## src/display_window_pixel_writer_defines.svh

```systemverilog
// Assertion macros for the display window pixel writer.
`ifndef DISPLAY_WINDOW_PIXEL_WRITER_DEFINES_SVH
`define DISPLAY_WINDOW_PIXEL_WRITER_DEFINES_SVH

// Same-cycle implication, checked outside reset.
`define DWPW_ASSERT_NOW(label, ante, cons, msg) \
  label: assert property (@(posedge clk) disable iff (!rst_n) (ante) |-> (cons)) \
    else $error(msg);

// Next-cycle implication, checked outside reset.
`define DWPW_ASSERT_NEXT(label, ante, cons, msg) \
  label: assert property (@(posedge clk) disable iff (!rst_n) (ante) |=> (cons)) \
    else $error(msg);

`endif

```

## src/dwpw_pkg.sv

```systemverilog
// Shared types and constants for the display window pixel writer.
package dwpw_pkg;

  // Panel size
  localparam int unsigned PANEL_COLS = 128;
  localparam int unsigned PANEL_ROWS = 160;

  // Command codes
  localparam logic [7:0] CMD_COL_WINDOW = 8'h2A;
  localparam logic [7:0] CMD_ROW_WINDOW = 8'h2B;
  localparam logic [7:0] CMD_MEM_WRITE  = 8'h2C;

  // Window register reset values
  localparam logic [15:0] COL_END_RST = 16'd127;
  localparam logic [15:0] ROW_END_RST = 16'd159;

  // Last window parameter byte
  localparam logic [1:0] PARAM_LAST = 2'd3;

  typedef enum logic [1:0] {
    MODE_IDLE = 2'd0,
    MODE_COL  = 2'd1,
    MODE_ROW  = 2'd2,
    MODE_MEM  = 2'd3
  } mode_t;

  typedef struct packed {
    logic       is_data;
    logic [7:0] byte_value;
  } in_req_t;

  typedef struct packed {
    logic [7:0]  pixel_x;
    logic [7:0]  pixel_y;
    logic [15:0] pixel_color;
  } out_pix_t;

  typedef struct packed {
    mode_t mode;
    logic  byte_phase;
  } core_status_t;

endpackage

```

## src/dwpw_in_reg.sv

```systemverilog
// Input register stage: holds one accepted request until the core takes it.
module dwpw_in_reg
  import dwpw_pkg::*;
(
  input  logic    clk,
  input  logic    rst_n,
  input  logic    in_valid,
  output logic    in_stall,
  input  in_req_t in_req,
  input  logic    take,
  output logic    held_valid,
  output in_req_t held_req
);

  logic    in_v_r;
  logic    in_v_nxt;
  in_req_t in_req_r;
  logic    load;

  // Stall only while full and the core does not take the held request
  assign in_stall = in_v_r && !take;
  assign load     = in_valid && !in_stall;

  always_comb begin
    in_v_nxt = in_v_r;
    if (load) begin
      in_v_nxt = 1'b1;
    end else if (take) begin
      in_v_nxt = 1'b0;
    end
  end

  always_ff @(posedge clk) begin
    if (!rst_n) begin
      in_v_r <= 1'b0;
    end else begin
      in_v_r <= in_v_nxt;
    end
  end

  // Payload, no reset
  always_ff @(posedge clk) begin
    if (load) begin
      in_req_r <= in_req;
    end
  end

  assign held_valid = in_v_r;
  assign held_req   = in_req_r;

endmodule

```

## src/dwpw_core.sv

```systemverilog
// Command decode, window registers, pixel assembly and cursor stepping.
module dwpw_core
  import dwpw_pkg::*;
(
  input  logic         clk,
  input  logic         rst_n,
  input  logic         step,
  input  in_req_t      req,
  output logic         emit,
  output out_pix_t     pix,
  output core_status_t status
);

  mode_t       mode_r,       mode_nxt;
  logic [1:0]  param_idx_r,  param_idx_nxt;
  logic [15:0] col_start_r,  col_start_nxt;
  logic [15:0] col_end_r,    col_end_nxt;
  logic [15:0] row_start_r,  row_start_nxt;
  logic [15:0] row_end_r,    row_end_nxt;
  logic [15:0] cursor_x_r,   cursor_x_nxt;
  logic [15:0] cursor_y_r,   cursor_y_nxt;
  logic [7:0]  high_byte_r,  high_byte_nxt;
  logic        byte_phase_r, byte_phase_nxt;

  logic        on_panel;
  logic        pixel_done;

  assign on_panel   = (cursor_x_r < 16'(PANEL_COLS)) && (cursor_y_r < 16'(PANEL_ROWS));
  assign pixel_done = step && req.is_data && (mode_r == MODE_MEM) && byte_phase_r;

  // Next state
  always_comb begin
    mode_nxt       = mode_r;
    param_idx_nxt  = param_idx_r;
    col_start_nxt  = col_start_r;
    col_end_nxt    = col_end_r;
    row_start_nxt  = row_start_r;
    row_end_nxt    = row_end_r;
    cursor_x_nxt   = cursor_x_r;
    cursor_y_nxt   = cursor_y_r;
    high_byte_nxt  = high_byte_r;
    byte_phase_nxt = byte_phase_r;
    if (step && !req.is_data) begin
      // Any command restarts parameter and pixel pairing
      byte_phase_nxt = 1'b0;
      param_idx_nxt  = 2'd0;
      case (req.byte_value)
        CMD_COL_WINDOW: mode_nxt = MODE_COL;
        CMD_ROW_WINDOW: mode_nxt = MODE_ROW;
        CMD_MEM_WRITE: begin
          mode_nxt     = MODE_MEM;
          cursor_x_nxt = col_start_r;
          cursor_y_nxt = row_start_r;
        end
        default: mode_nxt = MODE_IDLE;
      endcase
    end else if (step) begin
      case (mode_r)
        MODE_COL, MODE_ROW: begin
          // Bytes arrive start hi, start lo, end hi, end lo
          if (mode_r == MODE_COL) begin
            case (param_idx_r)
              2'd0:    col_start_nxt[15:8] = req.byte_value;
              2'd1:    col_start_nxt[7:0]  = req.byte_value;
              2'd2:    col_end_nxt[15:8]   = req.byte_value;
              default: col_end_nxt[7:0]    = req.byte_value;
            endcase
          end else begin
            case (param_idx_r)
              2'd0:    row_start_nxt[15:8] = req.byte_value;
              2'd1:    row_start_nxt[7:0]  = req.byte_value;
              2'd2:    row_end_nxt[15:8]   = req.byte_value;
              default: row_end_nxt[7:0]    = req.byte_value;
            endcase
          end
          if (param_idx_r == PARAM_LAST) begin
            param_idx_nxt = 2'd0;
            mode_nxt      = MODE_IDLE;
          end else begin
            param_idx_nxt = param_idx_r + 2'd1;
          end
        end
        MODE_MEM: begin
          if (!byte_phase_r) begin
            high_byte_nxt  = req.byte_value;
            byte_phase_nxt = 1'b1;
          end else begin
            byte_phase_nxt = 1'b0;
            // Step along the line, wrap to next row, wrap window
            if (cursor_x_r >= col_end_r) begin
              cursor_x_nxt = col_start_r;
              if (cursor_y_r >= row_end_r) begin
                cursor_y_nxt = row_start_r;
              end else begin
                cursor_y_nxt = cursor_y_r + 16'd1;
              end
            end else begin
              cursor_x_nxt = cursor_x_r + 16'd1;
            end
          end
        end
        default: ;
      endcase
    end
  end

  // Outputs
  always_comb begin
    emit            = pixel_done && on_panel;
    pix.pixel_x     = cursor_x_r[7:0];
    pix.pixel_y     = cursor_y_r[7:0];
    pix.pixel_color = {high_byte_r, req.byte_value};
    status.mode       = mode_r;
    status.byte_phase = byte_phase_r;
  end

  always_ff @(posedge clk) begin
    if (!rst_n) begin
      mode_r       <= MODE_IDLE;
      param_idx_r  <= 2'd0;
      col_start_r  <= 16'd0;
      col_end_r    <= COL_END_RST;
      row_start_r  <= 16'd0;
      row_end_r    <= ROW_END_RST;
      cursor_x_r   <= 16'd0;
      cursor_y_r   <= 16'd0;
      high_byte_r  <= 8'd0;
      byte_phase_r <= 1'b0;
    end else begin
      mode_r       <= mode_nxt;
      param_idx_r  <= param_idx_nxt;
      col_start_r  <= col_start_nxt;
      col_end_r    <= col_end_nxt;
      row_start_r  <= row_start_nxt;
      row_end_r    <= row_end_nxt;
      cursor_x_r   <= cursor_x_nxt;
      cursor_y_r   <= cursor_y_nxt;
      high_byte_r  <= high_byte_nxt;
      byte_phase_r <= byte_phase_nxt;
    end
  end

endmodule

```

## src/dwpw_out_reg.sv

```systemverilog
// Result register: holds one pixel until the receiver takes it.
module dwpw_out_reg
  import dwpw_pkg::*;
(
  input  logic     clk,
  input  logic     rst_n,
  input  logic     push,
  input  out_pix_t push_pix,
  output logic     ready,
  output logic     out_valid,
  input  logic     out_stall,
  output out_pix_t out_pix
);

  logic     out_v_r;
  logic     out_v_nxt;
  out_pix_t out_pix_r;

  // Room when empty or draining this cycle
  assign ready = !out_v_r || !out_stall;

  always_comb begin
    out_v_nxt = out_v_r;
    if (push) begin
      out_v_nxt = 1'b1;
    end else if (!out_stall) begin
      out_v_nxt = 1'b0;
    end
  end

  always_ff @(posedge clk) begin
    if (!rst_n) begin
      out_v_r <= 1'b0;
    end else begin
      out_v_r <= out_v_nxt;
    end
  end

  always_ff @(posedge clk) begin
    if (push) begin
      out_pix_r <= push_pix;
    end
  end

  assign out_valid = out_v_r;
  assign out_pix   = out_pix_r;

endmodule

```

## src/display_window_pixel_writer.sv

```systemverilog
// Top level of the display window pixel writer.
//
// Input channel (in_valid / in_stall / in_req) carries one link byte per
// request, tagged command or data. Window commands take four data bytes;
// memory write pairs data bytes into 16-bit pixels placed at a cursor that
// walks the column/row window. Output channel (out_valid / out_stall /
// out_pix) carries one pixel with its x/y position; off-panel pixels and
// all non-pixel bytes produce nothing.
// A request is accepted into the input register, decoded by the core while
// held, and its pixel captured in the result register that drives out_pix.
// Throughput: one request per cycle while the result register has room,
// set by single input and result registers around decode and cursor logic.
// Reset (rst_n low, synchronous) empties both registers, selects no command
// and restores the window to the full panel with the cursor at the origin.
// When the receiver stalls with a pixel waiting, the held request stays in
// the input register and in_stall rises once that register is also full.
`include "display_window_pixel_writer_defines.svh"
module display_window_pixel_writer
  import dwpw_pkg::*;
(
  input  logic     clk,
  input  logic     rst_n,
  input  logic     in_valid,
  output logic     in_stall,
  input  in_req_t  in_req,
  output logic     out_valid,
  input  logic     out_stall,
  output out_pix_t out_pix
);

  logic         held_valid;
  in_req_t      held_req;
  logic         out_ready;
  logic         step;
  logic         emit;
  out_pix_t     core_pix;
  core_status_t status;

  // Held request advances whenever the result register has room
  assign step = held_valid && out_ready;

  dwpw_in_reg u_in_reg (
    .clk        (clk),
    .rst_n      (rst_n),
    .in_valid   (in_valid),
    .in_stall   (in_stall),
    .in_req     (in_req),
    .take       (step),
    .held_valid (held_valid),
    .held_req   (held_req)
  );

  dwpw_core u_core (
    .clk    (clk),
    .rst_n  (rst_n),
    .step   (step),
    .req    (held_req),
    .emit   (emit),
    .pix    (core_pix),
    .status (status)
  );

  dwpw_out_reg u_out_reg (
    .clk       (clk),
    .rst_n     (rst_n),
    .push      (emit),
    .push_pix  (core_pix),
    .ready     (out_ready),
    .out_valid (out_valid),
    .out_stall (out_stall),
    .out_pix   (out_pix)
  );

  // Checks
  `DWPW_ASSERT_NOW(a_emit_in_mem, emit,
    (status.mode == MODE_MEM) && status.byte_phase && held_req.is_data,
    "pixel emitted outside memory write low byte")
  `DWPW_ASSERT_NOW(a_on_panel, out_valid,
    ({1'b0, out_pix.pixel_x} < 9'(PANEL_COLS)) && ({1'b0, out_pix.pixel_y} < 9'(PANEL_ROWS)),
    "pixel off panel")
  `DWPW_ASSERT_NEXT(a_cmd_clears_phase, step && !held_req.is_data, !status.byte_phase,
    "command did not clear pixel pairing")

endmodule
```

## config.mk

```make
export PLATFORM = sky130hd
export DESIGN_NAME = display_window_pixel_writer
export DESIGN_NICKNAME = d
export VERILOG_FILES = /design/src/dwpw_pkg.sv /design/src/dwpw_in_reg.sv /design/src/dwpw_core.sv /design/src/dwpw_out_reg.sv /design/src/display_window_pixel_writer.sv
export VERILOG_INCLUDE_DIRS = /design/src /design/src/src
export SDC_FILE = /design/constraint.sdc
export NUM_CORES = 1
export LEC_CHECK = 0
export BUFFER_PORTS_ARGS = -buffer_cell sky130_fd_sc_hd__buf_4
export CAP_MARGIN = 40
export CORE_ASPECT_RATIO = 1.4
export CORE_MARGIN = 2
export CORE_UTILIZATION = 40
export DETAILED_ROUTE_END_ITERATION = 16
export PLACE_DENSITY = 0.68
export SLEW_MARGIN = 10
export SYNTH_ARGS = -nofsm -noshare
export SYNTH_HDL_FRONTEND = slang
export SYNTH_SLANG_ARGS = --single-unit
```

## constraint.sdc

```tcl
create_clock -name clk -period 10 [get_ports clk]
set_clock_uncertainty 0.05 [all_clocks]
set_input_delay 0.5 -clock clk [delete_from_list [all_inputs] [get_ports clk]]
set_output_delay 0.5 -clock clk [all_outputs]
set_load 0.005 [all_outputs]
```

==> flow_metrics.py <==
metrics = {
    "run_status": {
        "outcome": "finished, final reports clean",
    },
    "synthesis": {
        "yosysMostFrequentCell": "dfxtp_1",
        "synth-xor-area-share_pct": 0.747,
        "synth_nets": 815,
        "synth-adder-area-share_pct": 7.29,
        "ys.flop_type": "dfxtp_1",
        "synth_top_family_by_area": "simple AND/OR/NAND/NOR gates",
        "ys_warn_count": 0,
        "async_flop_share_pct": 0,
        "synth_edf_count": 41,
        "synth_seq_cells": 152,
        "ys_seq_area_share_pct": 49.1,
        "synth.area.mux_share_pct": 4.83,
        "postSynthCellCount": 761,
        "synth_top_area_share_pct": 31.6,
        "synth.area.top_cells": "dfxtp_1 (32%), edfxtp_1 (17%), ha_1 (7.3%)",
        "synth_top_area_cell": "dfxtp_1",
        "synth-compound-area-share_pct": 13.0,
        "syn_area_um2": 7040,
        "postSynthAreaPerCell_um2": 9.25,
        "synth_common_cells": "dfxtp_1 (111), nand2_1 (88), nand3_1 (63), a21oi_1 (62), nor2_1 (56)",
        "synth.distinct_cells": 55,
        "synthSimpleGateAreaFrac_pct": 20.2,
    },
    "floorplan": {
        "io_pins": 47,
        "core_area_um2": 17300,
        "chipWidth_um": 116,
        "die_h_um": 161,
        "initial_core_util_pct": 40.6,
        "die_area_um2": 18700,
        "rows": 57,
    },
    "global_route": {
        "grt_pass1_vias": 5326,
        "grt_pass1_wl_um": 27600,
        "gr-usage-all-layers_pct": 19.1,
        "grt_start_max_net_pins": 76,
        "grt_antenna_before_repair": 0,
        "grt-ovfl-total": 0,
    },
    "cts": {
        "path_clk_slew_ns": 0.07,
        "clock_path_buffers": 2,
        "clk-insertion-delay-late_ns": 0.43,
        "cts_tree": "done",
        "numCtsBuffers": 17,
        "cts_resized": 0,
        "cts_sinks": 152,
        "post_cts_buffers": 0,
        "cts_max_level": 4,
        "cts_root_buffer": "clkbuf_16",
        "cts_hold_buf": 0,
    },
    "worst_setup_path": {
        "end_kind": "flip-flop",
        "critPathLaunchType": "flip-flop",
        "critPathBufInv": 1,
        "crit_type": "flip-flop to flip-flop",
        "timing.critical_path.max_delay_family": "simple AND/OR/NAND/NOR gates",
        "max_stage_delay_ns": 0.57,
        "crit_chain": "inv_1, ha_1, and4_1, o211ai_1, or4_1, nand4_2, or2_1, nand3_2, o21ai_0",
        "path_max_fanout": 16,
        "cp_slowest_cell": "or2_1",
        "cp.required_ns": 10.29,
        "worstPathArrival_ns": 3.38,
    },
    "sta": {
        "fin_hold_ws_ns": 0.195,
        "slew_violations": 0,
        "rsz0062_at_grt": "no",
        "hold_viol_final": 0,
        "layout_min_cycle_time_ns": 3.09,
        "max_freq_mhz": 324,
        "finalCritPeriodShare_pct": 30.9,
        "fin_tns_setup_ns": 0,
        "slew_headroom_pct": 36.5,
        "setup_slack_ns": 6.91,
        "finalSetupViolCount": 0,
        "worstMarginPinSlew_ns": 0.949,
    },
    "drt": {
        "wl_um": 17200,
        "vias": 5600,
        "drtIter0Drc": 318,
        "drt_pass1_iterations": 5,
        "vias_per_cell": 5.41,
        "wire_per_inst_um": 16.6,
        "drc": 0,
        "drtAntennaViolNets": 0,
    },
    "run": {
        "cap_violations": 0,
    },
    "power_and_ir_drop": {
        "power_density_nw_per_um2": 165,
        "peakVddDrop_mv": 0.111,
        "clkPwrFrac_pct": 50.1,
        "p_comb_share_pct": 1.9,
        "seq_power_share_pct": 48.0,
        "p_leak_nw": 3.25,
        "power.share.switching_pct": 22.9,
        "p_switching_uw": 310,
        "p_int_mw": 1.04,
    },
    "layout": {
        "finish.utilization_pct": 47.2,
        "diodes": 0,
        "area_growth_pct": 16.1,
        "layout-drive-gt1-share_pct": 12.5,
        "nFillCells": 1609,
        "fin_nets": 841,
    },
    "placed_design": {
        "portBuffers": 46,
        "gp_congestion": 0.859,
        "dp_slack_ns": 6.99,
        "hpwl_um": 11200,
    },
    "worst_hold_path": {
        "min_path_type": "primary input to flip-flop",
    },
}
cell type report:
cell class	count	area (um^2)	share of cell area, %
flip-flops and latches	152	3450	42.3
multi-input cells	523	3260	39.8
clock buffers	18	429	5.25
repair buffers	54	405	4.96
well taps	236	295	3.61
clock inverters	14	188	2.30
inverters	39	146	1.79
logic make-up (layout without fill, tap and decap cells):
family,count (synthesis),count (layout)
flip-flops,152,152
adder cells (fa/ha/maj),41,41
multiplexers,34,34
AO/OA/AOI/OAI,150,150
buffers and inverters,86,125
AND/OR/NAND/NOR,292,292
XOR/XNOR,6,6
cell usage in the layout, fill, tap and decap left out, types with 2 or more instances in the layout:
| master | n |
|---|---|
| or2_2 | 2 |
| buf_4 | 54 |
| inv_6 | 4 |
| nor2_1 | 56 |
| nand3_1 | 63 |
| nand2_1 | 88 |
| xnor2_1 | 6 |
| nor2b_1 | 8 |
| mux2i_1 | 34 |
| a22oi_1 | 3 |
| and2_1 | 4 |
| nor3b_1 | 3 |
| edfxtp_1 | 41 |
| dfxtp_1 | 111 |
| nand4b_1 | 4 |
| inv_1 | 38 |
| bufinv_16 | 3 |
| a211oi_1 | 5 |
| o21ai_0 | 28 |
| o31a_1 | 3 |
| clkbuf_16 | 17 |
| a21oi_1 | 62 |
| and4_1 | 3 |
| ha_1 | 41 |
| o21ai_1 | 8 |
| inv_8 | 3 |
| o211ai_1 | 20 |
| clkinvlp_4 | 2 |
| or3_1 | 3 |
| nor3_1 | 20 |
| nor4_1 | 12 |
| nand4_1 | 8 |
| a31oi_1 | 8 |
| and3_1 | 8 |
power by group through the flow:
stage | logic [mW] | registers (mW) | clock network [mW]
6_report | 0.0258 | 0.649 | 0.678
5_1_grt | 0.0283 | 0.649 | 0.713
4_1_cts | 0.0258 | 0.649 | 0.685
3_5_place_dp | 0.0255 | 0.663 | 0
3_3_place_gp | 0.0254 | 0.663 | 0
2_1_floorplan | 0.0241 | 0.648 | 0
worst register-to-register path, delay by kind of cell (launching register included):
kind | cells | cell delay, ns
flops | 1 | 0.34
simple gates | 5 | 1.93
compound gates | 2 | 0.37
buf+inv | 1 | 0.05
fa+ha+maj | 1 | 0.28
flip-flops by register name, summed over array words and instances, names as in the netlist:
signal / count
u_core.high_byte_r: 8
u_core.col_start_r: 16
u_out_reg.out_pix: 32
u_out_reg.out_valid: 1
u_in_reg.held_req: 9
u_core.col_end_r: 16
u_core.cursor_y_r: 16
u_core.cursor_x_r: 16
u_core.param_idx_r: 2
u_core.mode_r: 2
u_core.byte_phase_r: 1
u_core.row_start_r: 16
u_core.row_end_r: 16
u_in_reg.held_valid: 1
per-stage QoR:
step | instance area, um^2 | total power [mW] | instances
floorplan | 7040 | 0.672 | 761
global placement | 7560 | 0.688 | 1004
detailed placement | 7560 | 0.688 | 1004
CTS | 8170 | 1.36 | 1036
global route | 8170 | 1.39 | 1036
finish | 8170 | 1.35 | 1036
path summary, 6_finish.rpt:
check | end | cells after the start | slack [ns] | from
worst max-delay path | u_core.cursor_y_r[10] | 9 | 6.91 | u_core.col_end_r[14]
worst min-delay path | u_in_reg.held_req[4] | 1 | 0.20 | in_req[4]
worst min register to register | u_out_reg.out_pix[9] | 0 | 0.38 | u_core.high_byte_r[1]
worst max register to register | u_core.cursor_y_r[10] | 9 | 6.91 | u_core.col_end_r[14]
routing by layer:
| metal | wire [um] | global-route usage, % | part of all wire, % |
|---|---|---|---|
| met5 | 0 | 0 | 0 |
| met4 | 424 | 8.23 | 2.5 |
| met3 | 665 | 3.92 | 3.9 |
| met2 | 9010 | 32.7 | 52 |
| met1 | 7130 | 23.1 | 41 |
Note: power is estimated with default switching activity, not from simulation.
